[src/rtl/core/assert_macros.svh]
// ----------------------------------------------------------------------------
// assert_macros.svh
// Concurrent assertion macros, empty when SYNTH is defined.
// ----------------------------------------------------------------------------
`ifndef ASSERT_MACROS_SVH
`define ASSERT_MACROS_SVH

`ifndef SYNTH

// property must hold at every clock edge out of reset
`define C14_ASSERT(label, clk, rst_n, prop) \
    label: assert property (@(posedge clk) disable iff (!rst_n) prop) \
        else $error("assertion failed in coefficient pack unpack block");

// expression must never be true out of reset
`define C14_NEVER(label, clk, rst_n, expr) \
    label: assert property (@(posedge clk) disable iff (!rst_n) !(expr)) \
        else $error("forbidden condition in coefficient pack unpack block");

`else

`define C14_ASSERT(label, clk, rst_n, prop)
`define C14_NEVER(label, clk, rst_n, expr)

`endif

`endif

[src/rtl/core/c14pu_pkg.sv]
// ----------------------------------------------------------------------------
// c14pu_pkg
// Shared widths, constants and types of the 14-bit coefficient packer.
// ----------------------------------------------------------------------------
package c14pu_pkg;

    // field and state widths
    localparam int WORD_W  = 16;
    localparam int BYTE_W  = 8;
    localparam int COEF_W  = 14;
    localparam int BUF_W   = 30;
    localparam int CNT_W   = 5;
    localparam int GP_W    = 3;

    // default modulus for pack mode reduction
    localparam int MODULUS_DEF = 12289;

    // bit count clamps before appending a new item
    localparam logic [CNT_W-1:0] PACK_CLAMP   = 5'd16;
    localparam logic [CNT_W-1:0] UNPACK_CLAMP = 5'd14;

    // bits added per item and bits taken per result
    localparam logic [CNT_W-1:0] COEF_BITS = 5'd14;
    localparam logic [CNT_W-1:0] WORD_BITS = 5'd16;
    localparam logic [CNT_W-1:0] TWO_COEF_BITS = 5'd28;

    // last slot of a group of eight
    localparam logic [GP_W-1:0] GROUP_LAST = 3'd7;

    // one result item
    typedef struct packed {
        logic [WORD_W-1:0] word;
        logic              last;
        logic              gend;
    } c14pu_result_t;

endpackage

[src/rtl/core/c14pu_reduce.sv]
// ----------------------------------------------------------------------------
// c14pu_reduce
// Three-stage input pipeline: register, reciprocal multiply, residue fix-up.
// Pack mode reduces the word modulo MODULUS; unpack mode passes it through.
// ----------------------------------------------------------------------------
module c14pu_reduce
    import c14pu_pkg::*;
#(
    parameter int MODULUS = MODULUS_DEF
) (
    input  logic              aclk,
    input  logic              aresetn,
    input  logic              pack_mode,
    input  logic              in_valid,
    output logic              in_ready,
    input  logic [WORD_W-1:0] in_data,
    output logic              out_valid,
    input  logic              out_ready,
    output logic [WORD_W-1:0] out_data
);

    // reciprocal scaled by 2^32, quotient estimate is low by at most one
    localparam logic [32:0]       RECIP_NUM = 33'h1_0000_0000;
    localparam logic [31:0]       RECIP     = 32'(RECIP_NUM / MODULUS);
    localparam logic [WORD_W-1:0] MOD_W     = WORD_W'(MODULUS);

    logic              va_reg, vb_reg, vc_reg;
    logic [WORD_W-1:0] wa_reg, wb_reg;
    logic [WORD_W-1:0] qb_reg;
    logic [WORD_W-1:0] dc_reg, dc_next;
    logic              load_a, load_b, load_c;
    logic [47:0]       prod_a;
    logic [31:0]       qm_b;
    logic [WORD_W-1:0] rem_b;

    // stage enables, each stage loads when empty or draining
    assign load_c   = !vc_reg || out_ready;
    assign load_b   = !vb_reg || load_c;
    assign load_a   = !va_reg || load_b;
    assign in_ready = load_a;

    // quotient estimate
    assign prod_a = 48'(wa_reg) * 48'(RECIP);

    // residue with one correction step
    always_comb begin
        qm_b  = 32'(qb_reg) * 32'(MOD_W);
        rem_b = wb_reg - qm_b[WORD_W-1:0];
        if (!pack_mode) begin
            dc_next = wb_reg;
        end else if (rem_b >= MOD_W) begin
            dc_next = rem_b - MOD_W;
        end else begin
            dc_next = rem_b;
        end
    end

    // valid bits
    always_ff @(posedge aclk) begin
        if (!aresetn) begin
            va_reg <= 1'b0;
            vb_reg <= 1'b0;
            vc_reg <= 1'b0;
        end else begin
            if (load_a) begin
                va_reg <= in_valid;
            end
            if (load_b) begin
                vb_reg <= va_reg;
            end
            if (load_c) begin
                vc_reg <= vb_reg;
            end
        end
    end

    // payload
    always_ff @(posedge aclk) begin
        if (load_a && in_valid) begin
            wa_reg <= in_data;
        end
        if (load_b && va_reg) begin
            wb_reg <= wa_reg;
            qb_reg <= prod_a[47:32];
        end
        if (load_c && vb_reg) begin
            dc_reg <= dc_next;
        end
    end

    assign out_valid = vc_reg;
    assign out_data  = dc_reg;

endmodule

[src/rtl/core/c14pu_gearbox.sv]
// ----------------------------------------------------------------------------
// c14pu_gearbox
// Bit buffer that turns 14-bit coefficients into 16-bit words and back.
// Gives up to two results per item and updates its state on fire.
// ----------------------------------------------------------------------------
module c14pu_gearbox
    import c14pu_pkg::*;
(
    input  logic              aclk,
    input  logic              aresetn,
    input  logic              clear,
    input  logic              fire,
    input  logic              pack_mode,
    input  logic [WORD_W-1:0] item,
    output logic [1:0]        res_count,
    output c14pu_result_t     res0,
    output c14pu_result_t     res1
);

    logic [BUF_W-1:0] buf_reg, buf_next;
    logic [CNT_W-1:0] cnt_reg, cnt_next;
    logic [GP_W-1:0]  gp_reg, gp_next;
    logic [CNT_W-1:0] cnt_clamp;
    logic [CNT_W-1:0] cnt_merged;
    logic [BUF_W-1:0] ext_item;
    logic [BUF_W-1:0] buf_merged;
    logic [GP_W-1:0]  gp_plus1;

    assign gp_plus1 = gp_reg + 3'd1;

    // append the new item to the buffer and work out the results
    always_comb begin
        if (pack_mode) begin
            cnt_clamp = (cnt_reg > PACK_CLAMP) ? PACK_CLAMP : cnt_reg;
            ext_item  = {16'b0, item[COEF_W-1:0]};
        end else begin
            cnt_clamp = (cnt_reg > UNPACK_CLAMP) ? UNPACK_CLAMP : cnt_reg;
            ext_item  = {14'b0, item[BYTE_W-1:0], item[WORD_W-1:BYTE_W]};
        end
        buf_merged = buf_reg | (ext_item << cnt_clamp);
        cnt_merged = cnt_clamp + (pack_mode ? COEF_BITS : WORD_BITS);

        res0 = '0;
        res1 = '0;
        if (pack_mode) begin
            // one word per full pair of bytes, earlier byte high
            res0.word = {buf_merged[BYTE_W-1:0], buf_merged[2*BYTE_W-1:BYTE_W]};
            res0.last = 1'b1;
            res0.gend = (gp_reg == GROUP_LAST);
            gp_next   = gp_plus1;
            if (cnt_merged >= WORD_BITS) begin
                res_count = 2'd1;
                buf_next  = buf_merged >> WORD_W;
                cnt_next  = cnt_merged - WORD_BITS;
            end else begin
                res_count = 2'd0;
                buf_next  = buf_merged;
                cnt_next  = cnt_merged;
            end
        end else begin
            // one or two coefficients, oldest bits first
            res0.word = {2'b0, buf_merged[COEF_W-1:0]};
            res0.gend = (gp_reg == GROUP_LAST);
            res1.word = {2'b0, buf_merged[2*COEF_W-1:COEF_W]};
            res1.last = 1'b1;
            res1.gend = (gp_plus1 == GROUP_LAST);
            if (cnt_merged >= TWO_COEF_BITS) begin
                res_count = 2'd2;
                res0.last = 1'b0;
                buf_next  = buf_merged >> (2 * COEF_W);
                cnt_next  = cnt_merged - TWO_COEF_BITS;
                gp_next   = gp_reg + 3'd2;
            end else begin
                res_count = 2'd1;
                res0.last = 1'b1;
                buf_next  = buf_merged >> COEF_W;
                cnt_next  = cnt_merged - COEF_BITS;
                gp_next   = gp_plus1;
            end
        end
    end

    // stream state
    always_ff @(posedge aclk) begin
        if (!aresetn || clear) begin
            buf_reg <= '0;
            cnt_reg <= '0;
            gp_reg  <= '0;
        end else if (fire) begin
            buf_reg <= buf_next;
            cnt_reg <= cnt_next;
            gp_reg  <= gp_next;
        end
    end

endmodule

[src/rtl/core/coeff14_pack_unpack.sv]
// An accepted request passes the input, multiply and fix-up registers and the
// result queue before its first result shows on m_. One input per cycle in
// pack mode while the receiver keeps up; in unpack mode the single result
// port limits input. The two-entry queue and bit buffer update set the rate.
// Reset: synchronous on aresetn low; mode returns to pack, buffer empties.
// ----------------------------------------------------------------------------
// coeff14_pack_unpack
// 14-bit coefficient packer and unpacker with a mode register.
// ----------------------------------------------------------------------------
`include "assert_macros.svh"

module coeff14_pack_unpack
    import c14pu_pkg::*;
#(
    parameter int MODULUS = MODULUS_DEF
) (
    input  logic              aclk,
    input  logic              aresetn,
    // configuration
    input  logic              cfg_we,
    input  logic              cfg_wdata,     // pack_mode
    // input stream
    input  logic              s_tvalid,
    output logic              s_tready,
    input  logic [WORD_W-1:0] s_tdata,       // [15:0] in_word
    // result stream
    output logic              m_tvalid,
    input  logic              m_tready,
    output logic [WORD_W-1:0] m_tdata,       // [15:0] out_word
    output logic              m_tlast,       // run_last
    output logic              m_tuser        // [0] group_end
);

    logic              pack_mode_reg;
    logic              red_valid, red_ready;
    logic [WORD_W-1:0] red_data;
    logic              fire;
    logic [1:0]        res_count;
    c14pu_result_t     res0, res1;
    c14pu_result_t     q0_reg, q0_next, q1_reg, q1_next;
    logic [1:0]        count_reg, count_next, cnt_pop;
    logic              pop;
    logic              room;

    // mode register
    always_ff @(posedge aclk) begin
        if (!aresetn) begin
            pack_mode_reg <= 1'b1;
        end else if (cfg_we) begin
            pack_mode_reg <= cfg_wdata;
        end
    end

    // reduction pipeline
    c14pu_reduce #(
        .MODULUS (MODULUS)
    ) u_reduce (
        .aclk      (aclk),
        .aresetn   (aresetn),
        .pack_mode (pack_mode_reg),
        .in_valid  (s_tvalid),
        .in_ready  (s_tready),
        .in_data   (s_tdata),
        .out_valid (red_valid),
        .out_ready (red_ready),
        .out_data  (red_data)
    );

    // bit buffer
    c14pu_gearbox u_gearbox (
        .aclk      (aclk),
        .aresetn   (aresetn),
        .clear     (cfg_we),
        .fire      (fire),
        .pack_mode (pack_mode_reg),
        .item      (red_data),
        .res_count (res_count),
        .res0      (res0),
        .res1      (res1)
    );

    // gearbox fires only when the queue can take all its results
    assign room      = ({1'b0, count_reg} + {1'b0, res_count}) <= 3'd2;
    assign red_ready = room;
    assign fire      = red_valid && room;
    assign pop       = m_tvalid && m_tready;

    // two-entry result queue
    always_comb begin
        cnt_pop = count_reg - {1'b0, pop};
        q0_next = pop ? q1_reg : q0_reg;
        q1_next = q1_reg;
        if (fire && res_count != 2'd0) begin
            if (cnt_pop == 2'd0) begin
                q0_next = res0;
            end else begin
                q1_next = res0;
            end
            if (res_count == 2'd2) begin
                q1_next = res1;
            end
        end
        count_next = cnt_pop + (fire ? res_count : 2'd0);
    end

    always_ff @(posedge aclk) begin
        if (!aresetn) begin
            count_reg <= '0;
        end else begin
            count_reg <= count_next;
        end
    end

    always_ff @(posedge aclk) begin
        q0_reg <= q0_next;
        q1_reg <= q1_next;
    end

    assign m_tvalid = (count_reg != 2'd0);
    assign m_tdata  = q0_reg.word;
    assign m_tlast  = q0_reg.last;
    assign m_tuser  = q0_reg.gend;

    // checks
    `C14_NEVER(a_queue_bound, aclk, aresetn, count_reg == 2'd3)
    `C14_ASSERT(a_pack_single, aclk, aresetn, fire && pack_mode_reg |-> res_count != 2'd2)
    `C14_ASSERT(a_result_shown, aclk, aresetn, fire && res_count != 2'd0 |=> m_tvalid)
    `C14_ASSERT(a_stall_holds, aclk, aresetn, m_tvalid && !m_tready |=> m_tvalid)

endmodule

[config.mk]
export PLATFORM = sky130hd
export DESIGN_NAME = coeff14_pack_unpack
export DESIGN_NICKNAME = d
export VERILOG_FILES = /design/src/rtl/core/c14pu_pkg.sv /design/src/rtl/core/c14pu_reduce.sv /design/src/rtl/core/c14pu_gearbox.sv /design/src/rtl/core/coeff14_pack_unpack.sv
export VERILOG_INCLUDE_DIRS = /design/src /design/src/rtl/core
export SDC_FILE = /design/constraint.sdc
export NUM_CORES = 1
export LEC_CHECK = 0
export BUFFER_PORTS_ARGS = -buffer_cell sky130_fd_sc_hd__buf_2
export CORE_MARGIN = 2
export CORE_UTILIZATION = 50
export DETAILED_ROUTE_END_ITERATION = 8
export PLACE_DENSITY = 0.64
export SLEW_MARGIN = 30
export SYNTH_ARGS = -nofsm -noshare
export SYNTH_HDL_FRONTEND = slang
export SYNTH_SLANG_ARGS = --single-unit
[constraint.sdc]
create_clock -name aclk -period 11.8 [get_ports aclk]
set_clock_uncertainty 0.15 [all_clocks]
set_input_delay 1.18 -clock aclk [delete_from_list [all_inputs] [get_ports aclk]]
set_output_delay 1.18 -clock aclk [all_outputs]
set_load 0.01 [all_outputs]
==> qor.yml, run 1 <==
finish:
  multi_input_area_um2: 8560
  n_fill_cell: 2261
  seqCellArea_um2: 3310
  largest_register_ffs: 30
  fin_util_pct: 55.3
  drive_above_1_share_pct: 8.88
  n_antenna_cell: 0
  instances_no_fill: 1738
  nets: 1669
  design_area_um2: 13900
  area_growth_pct: 8.28
route:
  drtIter0Drc: 1068
  vias: 10300
  first_pass_iters: 6
  drc: 0
  routedWlPerCell_um: 19.0
  ant_nets: 0
  vias_per_cell: 5.92
  routed_wirelength_um: 33100
logic_synthesis:
  synth_top_area_share_pct: 16.2
  yosysSeqAreaShare_pct: 25.8
  ys_types: 89
  synth_area_per_cell_um2: 9.28
  synthesis.area_um2: 12900
  synth_nets: 1659
  yosys-top-cells-count: "205 x inv_1, 166 x ha_1, 86 x fa_1, 86 x nor2_1, 73 x a21oi_1"
  synth_area_leader_cell: "ha_1"
  synth_flop_cell: "edfxtp_1"
  ys_ff_latch: 131
  synthArstFlopShare_pct: 0
  netlist_instances: 1385
  synth.area.top_cells: "ha_1 16%, edfxtp_1 16%, fa_1 13%"
  yosys_warnings: 0
  synth.most_common_cell: "inv_1"
  synth_edf_count: 69
sta:
  slew_headroom_pct: 29.9
  setup_violations: 0
  hold-worst-slack_ns: 0.342
  postLayoutSetupSlackWorst_ns: 2.58
  min_period_ns: 9.22
  rsz0062_at_grt: "no"
  worst_pin_slew_ns: 1.04
  tns_ns: 0
  hold_viol: 0
  slew_viol_final: 0
  layout_worst_path_cycle_share_pct: 78.1
  fmax_ghz: 0.108
clocking:
  cts_tree: "yes"
  cts-hold-fix-buffers: 0
  clk_path_buf_depth: 2
  postCtsSetupBuffers: 0
  cts-root-buf: "clkbuf_16"
  cts_resized: 0
  numClockSinks: 131
  clk_pin_slew_ns: 0.06
  cts_made_buffers: 17
  clk_latency_ns: 0.44
  ctsHtreeMaxLevel: 4
critical_path:
  worstPathRequired_ns: 10.47
  cp.arrival_ns: 7.89
  rr_worst_depth: 20
  rr_endpoint: "m_tdata[5]$_DFF_P_"
  r2r-start: "pack_mode_reg$_SDFFE_PN1P_"
  critPathKind: "register to primary output"
  crit_fanout: 38
  r2r_slack_ns: 3.41
  crit_path_end_kind: "primary output"
  crit_path_start_kind: "register"
global_route:
  grt_pass1_wl_um: 53800
  grt_max_degree: 39
  overflow: 0
  grt_util_all_layers_pct: 25.7
  antenna_found_initial: 0
  grt_pass1_vias: 10100
power:
  p_total_mw: 2.44
  p_per_area_nw_per_um2: 175
  leakagePower_nw: 6.37
  ir_worst_vdd_uv: 181
placement:
  dp_cells: 1706
  globalplace.congestion: 0.941
  postPlaceCellArea_um2: 13300
  place_ws_ns: 3.31
  dp_hpwl_um: 25700
  io_buffers: 41
hold_path:
  min_path_cells: 2
  hp-start: "u_gearbox.gp_reg[2]$_SDFFE_PP0N_"
  hold-path-endpoint: "u_gearbox.gp_reg[2]$_SDFFE_PP0N_"
  hold_path_class: "register to register"
floorplan:
  die_y_um: 164
  pin_count: 42
  die_w_um: 164
  core-area_um2: 25200
  rows: 58
  dieArea_um2: 27000
  initial_core_util_pct: 51.1
flow_run:
  max_cap_violations: 0
outcome:
  status: "completed"
[placed cells by master, fill, tap and decap left out, types with 13 or more instances in the layout]
| cell type | n |
|---|---|
| a211oi_1 | 18 |
| a21o_1 | 16 |
| a21oi_1 | 73 |
| a31oi_1 | 18 |
| and2_1 | 25 |
| buf_2 | 41 |
| clkbuf_16 | 17 |
| dfxtp_1 | 61 |
| edfxtp_1 | 69 |
| fa_1 | 86 |
| ha_1 | 166 |
| inv_1 | 205 |
| mux2i_1 | 37 |
| nand2_1 | 65 |
| nand3_1 | 55 |
| nor2_1 | 86 |
| nor3_1 | 21 |
| o211ai_1 | 13 |
| o21ai_0 | 69 |
| xnor2_1 | 18 |
[cell type report]
cell class                      instances  area share, %
Sequential cell                       131           23.8
Multi-Input combinational cell        987           61.5
Clock inverter                         14           1.01
Tap cell                              330           2.97
Clock buffer                           18           3.15
Inverter                              207           5.58
Timing Repair Buffer                   51           2.01
[layer usage]
layer	share of wire (%)	routed length, µm	global-route usage [%]	vias up
met1	44	14500	34.4	4924
met3	6.5	2140	4.57	67
met4	2.6	875	8.73	0
met5	0	0	0	-
li1	-	-	-	4929
met2	47	15500	42.1	361
[worst max-delay path, stage by stage (launching register included)]
cell	delay, ns
dfxtp_2	0.88
buf_4	0.50
nand2_1	0.34
nand2_1	0.50
inv_2	0.21
ha_1	0.35
a21oi_1	0.66
xor2_1	0.45
o21a_1	0.41
nand2_1	0.49
inv_1	0.68
nor2_1	0.12
ha_1	0.22
fa_1	0.48
a21oi_1	0.10
nor2b_1	0.57
nand3_1	0.26
buf_2	0.21
[worst max path at each step]
stage          slack (ns)                  startpoint                           end
2_1_floorplan        5.44  pack_mode_reg$_SDFFE_PN1P_  u_reduce.qb_reg[0]$_DFFE_PP_
3_3_place_gp         3.62  pack_mode_reg$_SDFFE_PN1P_          q1_reg[11]$_DFFE_PP_
3_5_place_dp         3.31  pack_mode_reg$_SDFFE_PN1P_                      s_tready
4_1_cts              2.79  pack_mode_reg$_SDFFE_PN1P_                      s_tready
5_1_grt              2.09  pack_mode_reg$_SDFFE_PN1P_                      s_tready
6_report             2.58  pack_mode_reg$_SDFFE_PN1P_                      s_tready
[power breakdown]
| part | switching (mW) | internal, mW |
|---|---|---|
| combinational | 0.758 | 0.557 |
| clock | 0.231 | 0.303 |
| sequential | 0.0470 | 0.547 |
| total | 1.04 | 1.41 |
[cells by family (layout without fill, tap and decap cells)]
logic type | count (synthesis) | in the layout | synth area share, %
compound gates | 325 | 325 | 17.4
xor+xnor | 30 | 30 | 2.19
fa+ha+maj | 252 | 252 | 29.5
buf+inv | 267 | 290 | 8.03
flops | 131 | 131 | 25.8
mux | 52 | 52 | 4.54
other cells | 1 | 1 | 0.0292
simple gates | 327 | 327 | 12.5
No activity file was read; power rests on OpenSTA's default activity.
==> inputs of run 2 (changes only) <==
- PLACE_DENSITY: 0.64 -> 0.67
- clock period: 11.8 -> 7.7 ns (I/O delays scaled with it)
==> run 2 against run 1 <==
Against the previous run: sequential share of layout area is 0.089 points lower; hold slack worse by 0.0093 ns; utilization is 0.21 points higher; global-route usage is 0.18 points lower; setup slack worse by 1.8 ns; total power is 54% higher; register-to-register slack worse by 2.2 ns; cell count is 0.52% higher; first-iteration DRC count is 23% lower.
==> qor.yml, run 2 (same netlist as run 1, synthesis figures left out) <==
outcome:
  status: "completed"
flow_run:
  max_cap_violations: 0
clocking:
  cts-root-buf: "clkbuf_16"
  cts-hold-fix-buffers: 0
  postCtsSetupBuffers: 0
  cts_resized: 0
  numClockSinks: 131
  clk_pin_slew_ns: 0.07
  cts_made_buffers: 17
  cts_tree: "yes"
  clk_latency_ns: 0.43
  ctsHtreeMaxLevel: 4
  clk_path_buf_depth: 2
floorplan:
  rows: 58
  die_y_um: 164
  die_w_um: 164
  initial_core_util_pct: 51.1
  dieArea_um2: 27000
  core-area_um2: 25200
  pin_count: 42
critical_path:
  max_stage_delay_ns: 0.61
  timing.critical_path.buf_inv: 5
  worstPathRequired_ns: 6.78
  crit_path_start_kind: "register"
  critPathTopFamily: "simple AND/OR/NAND/NOR gates"
  cp.arrival_ns: 6.03
  critPathLaunch: "u_gearbox.cnt_reg[4]$_SDFFE_PP0N_"
  slowest_stage: "nor2b_1"
  r2r-start: "u_gearbox.cnt_reg[4]$_SDFFE_PP0N_"
  crit_fanout: 17
  cp_cell_sequence: "nor2b_1 > nor2_1 > inv_1 > ha_1 > inv_1 > fa_1 > xnor2_1 > ha_1 > and3_1 > o21a_1 > nand2_1 > buf_4 > inv_1 > nor2_1 > ha_1 > fa_1 > a21oi_1 > nor2b_1 > nand3_1 > buf_2"
  crit_path_end_kind: "primary output"
  critPathKind: "register to primary output"
power:
  p_per_area_nw_per_um2: 268
  p_total_mw: 3.75
  leakagePower_nw: 6.41
  ir_worst_vdd_uv: 206
sta:
  layout_worst_path_cycle_share_pct: 90.2
  worst_pin_slew_ns: 0.916
  hold_viol: 0
  hold-worst-slack_ns: 0.332
  rsz0062_at_grt: "no"
  min_period_ns: 6.95
  setup_violations: 0
  tns_ns: 0
  slew_viol_final: 0
  fmax_ghz: 0.144
  slew_headroom_pct: 38.7
  postLayoutSetupSlackWorst_ns: 0.753
route:
  first_pass_iters: 6
  drc: 0
  vias_per_cell: 5.92
  vias: 10300
  ant_nets: 0
  routed_wirelength_um: 33000
  drtIter0Drc: 818
  routedWlPerCell_um: 18.9
finish:
  n_antenna_cell: 0
  fin_util_pct: 55.5
  most-common-layout-cells: "205 x inv_1, 166 x ha_1, 86 x fa_1, 85 x nor2_1, 73 x a21oi_1"
  largest_register_ffs: 30
  drive_above_1_share_pct: 9.46
  area_growth_pct: 8.69
  nets: 1678
  mostFrequentLayoutCell: "inv_1"
placement:
  dp_hpwl_um: 25700
  io_buffers: 41
  globalplace.congestion: 0.918
  place_ws_ns: 1.37
global_route:
  grt_pass1_vias: 10300
  overflow: 0
  grt_max_degree: 42
  antenna_found_initial: 0
  grt_util_all_layers_pct: 25.5
  grt_pass1_wl_um: 53600
hold_path:
  hold_path_class: "register to register"
  hp-start: "u_gearbox.buf_reg[22]$_SDFFE_PP0N_"
run 2: cell count changes in the layout (fill, tap and decap cells not counted), moves of 2 or more:
cell      before  now
clkinv_8       0    3
buf_4         10   19
a31oi_2        1    3
inv_4          3    1
a31oi_4        2    0
run 2: report_power, final:
part           internal, mW  leakage (nW)  switching (mW)
Sequential            0.838          1.15          0.0707
Combinational         0.857          4.98            1.18
Clock                 0.432         0.280           0.371
Total                  2.13          6.41            1.62
run 2: final timing paths:
path | end | slack [ns] | depth (start not counted)
worst min register to register | u_gearbox.buf_reg[22]$_SDFFE_PP0N_ | 0.33 | 2
worst max register to register | m_tdata[10]$_DFF_P_ | 1.25 | 23
worst min-delay path | u_gearbox.buf_reg[22]$_SDFFE_PP0N_ | 0.33 | 2
worst max-delay path | s_tready | 0.75 | 20
run 2: per-layer routing:
layer	vias up	routed length (µm)	global-route usage, %
met5	-	0	0
met4	0	1160	9.89
met3	77	2050	4.24
met2	409	15800	42.1
met1	4918	14000	33.5
li1	4944	-	-
run 2: area by class of cell:
class	count	area, µm²
Fill cell	2231	11200
Multi-Input combinational cell	987	8540
Sequential cell	131	3310
Inverter	207	777
Clock buffer	17	425
Tap cell	330	413
Timing Repair Buffer	60	348
Clock inverter	15	156
run 2: worst reg2reg max path, delay by kind of cell, from the launching register on:
family                   cells  cell delay, ns
AND/OR/NAND/NOR              8            2.30
adder cells (fa/ha/maj)      5            1.46
buffers and inverters        5            0.96
AO/OA/AOI/OAI                4            0.73
flip-flops                   1            0.56
XOR/XNOR                     1            0.24
run 2: through the flow:
step,instance area [µm²],instances
2_1_floorplan,12900,1385
6_report,14000,1747
3_5_place_dp,13400,1715
5_1_grt,14000,1747
3_3_place_gp,13400,1715
4_1_cts,14000,1747
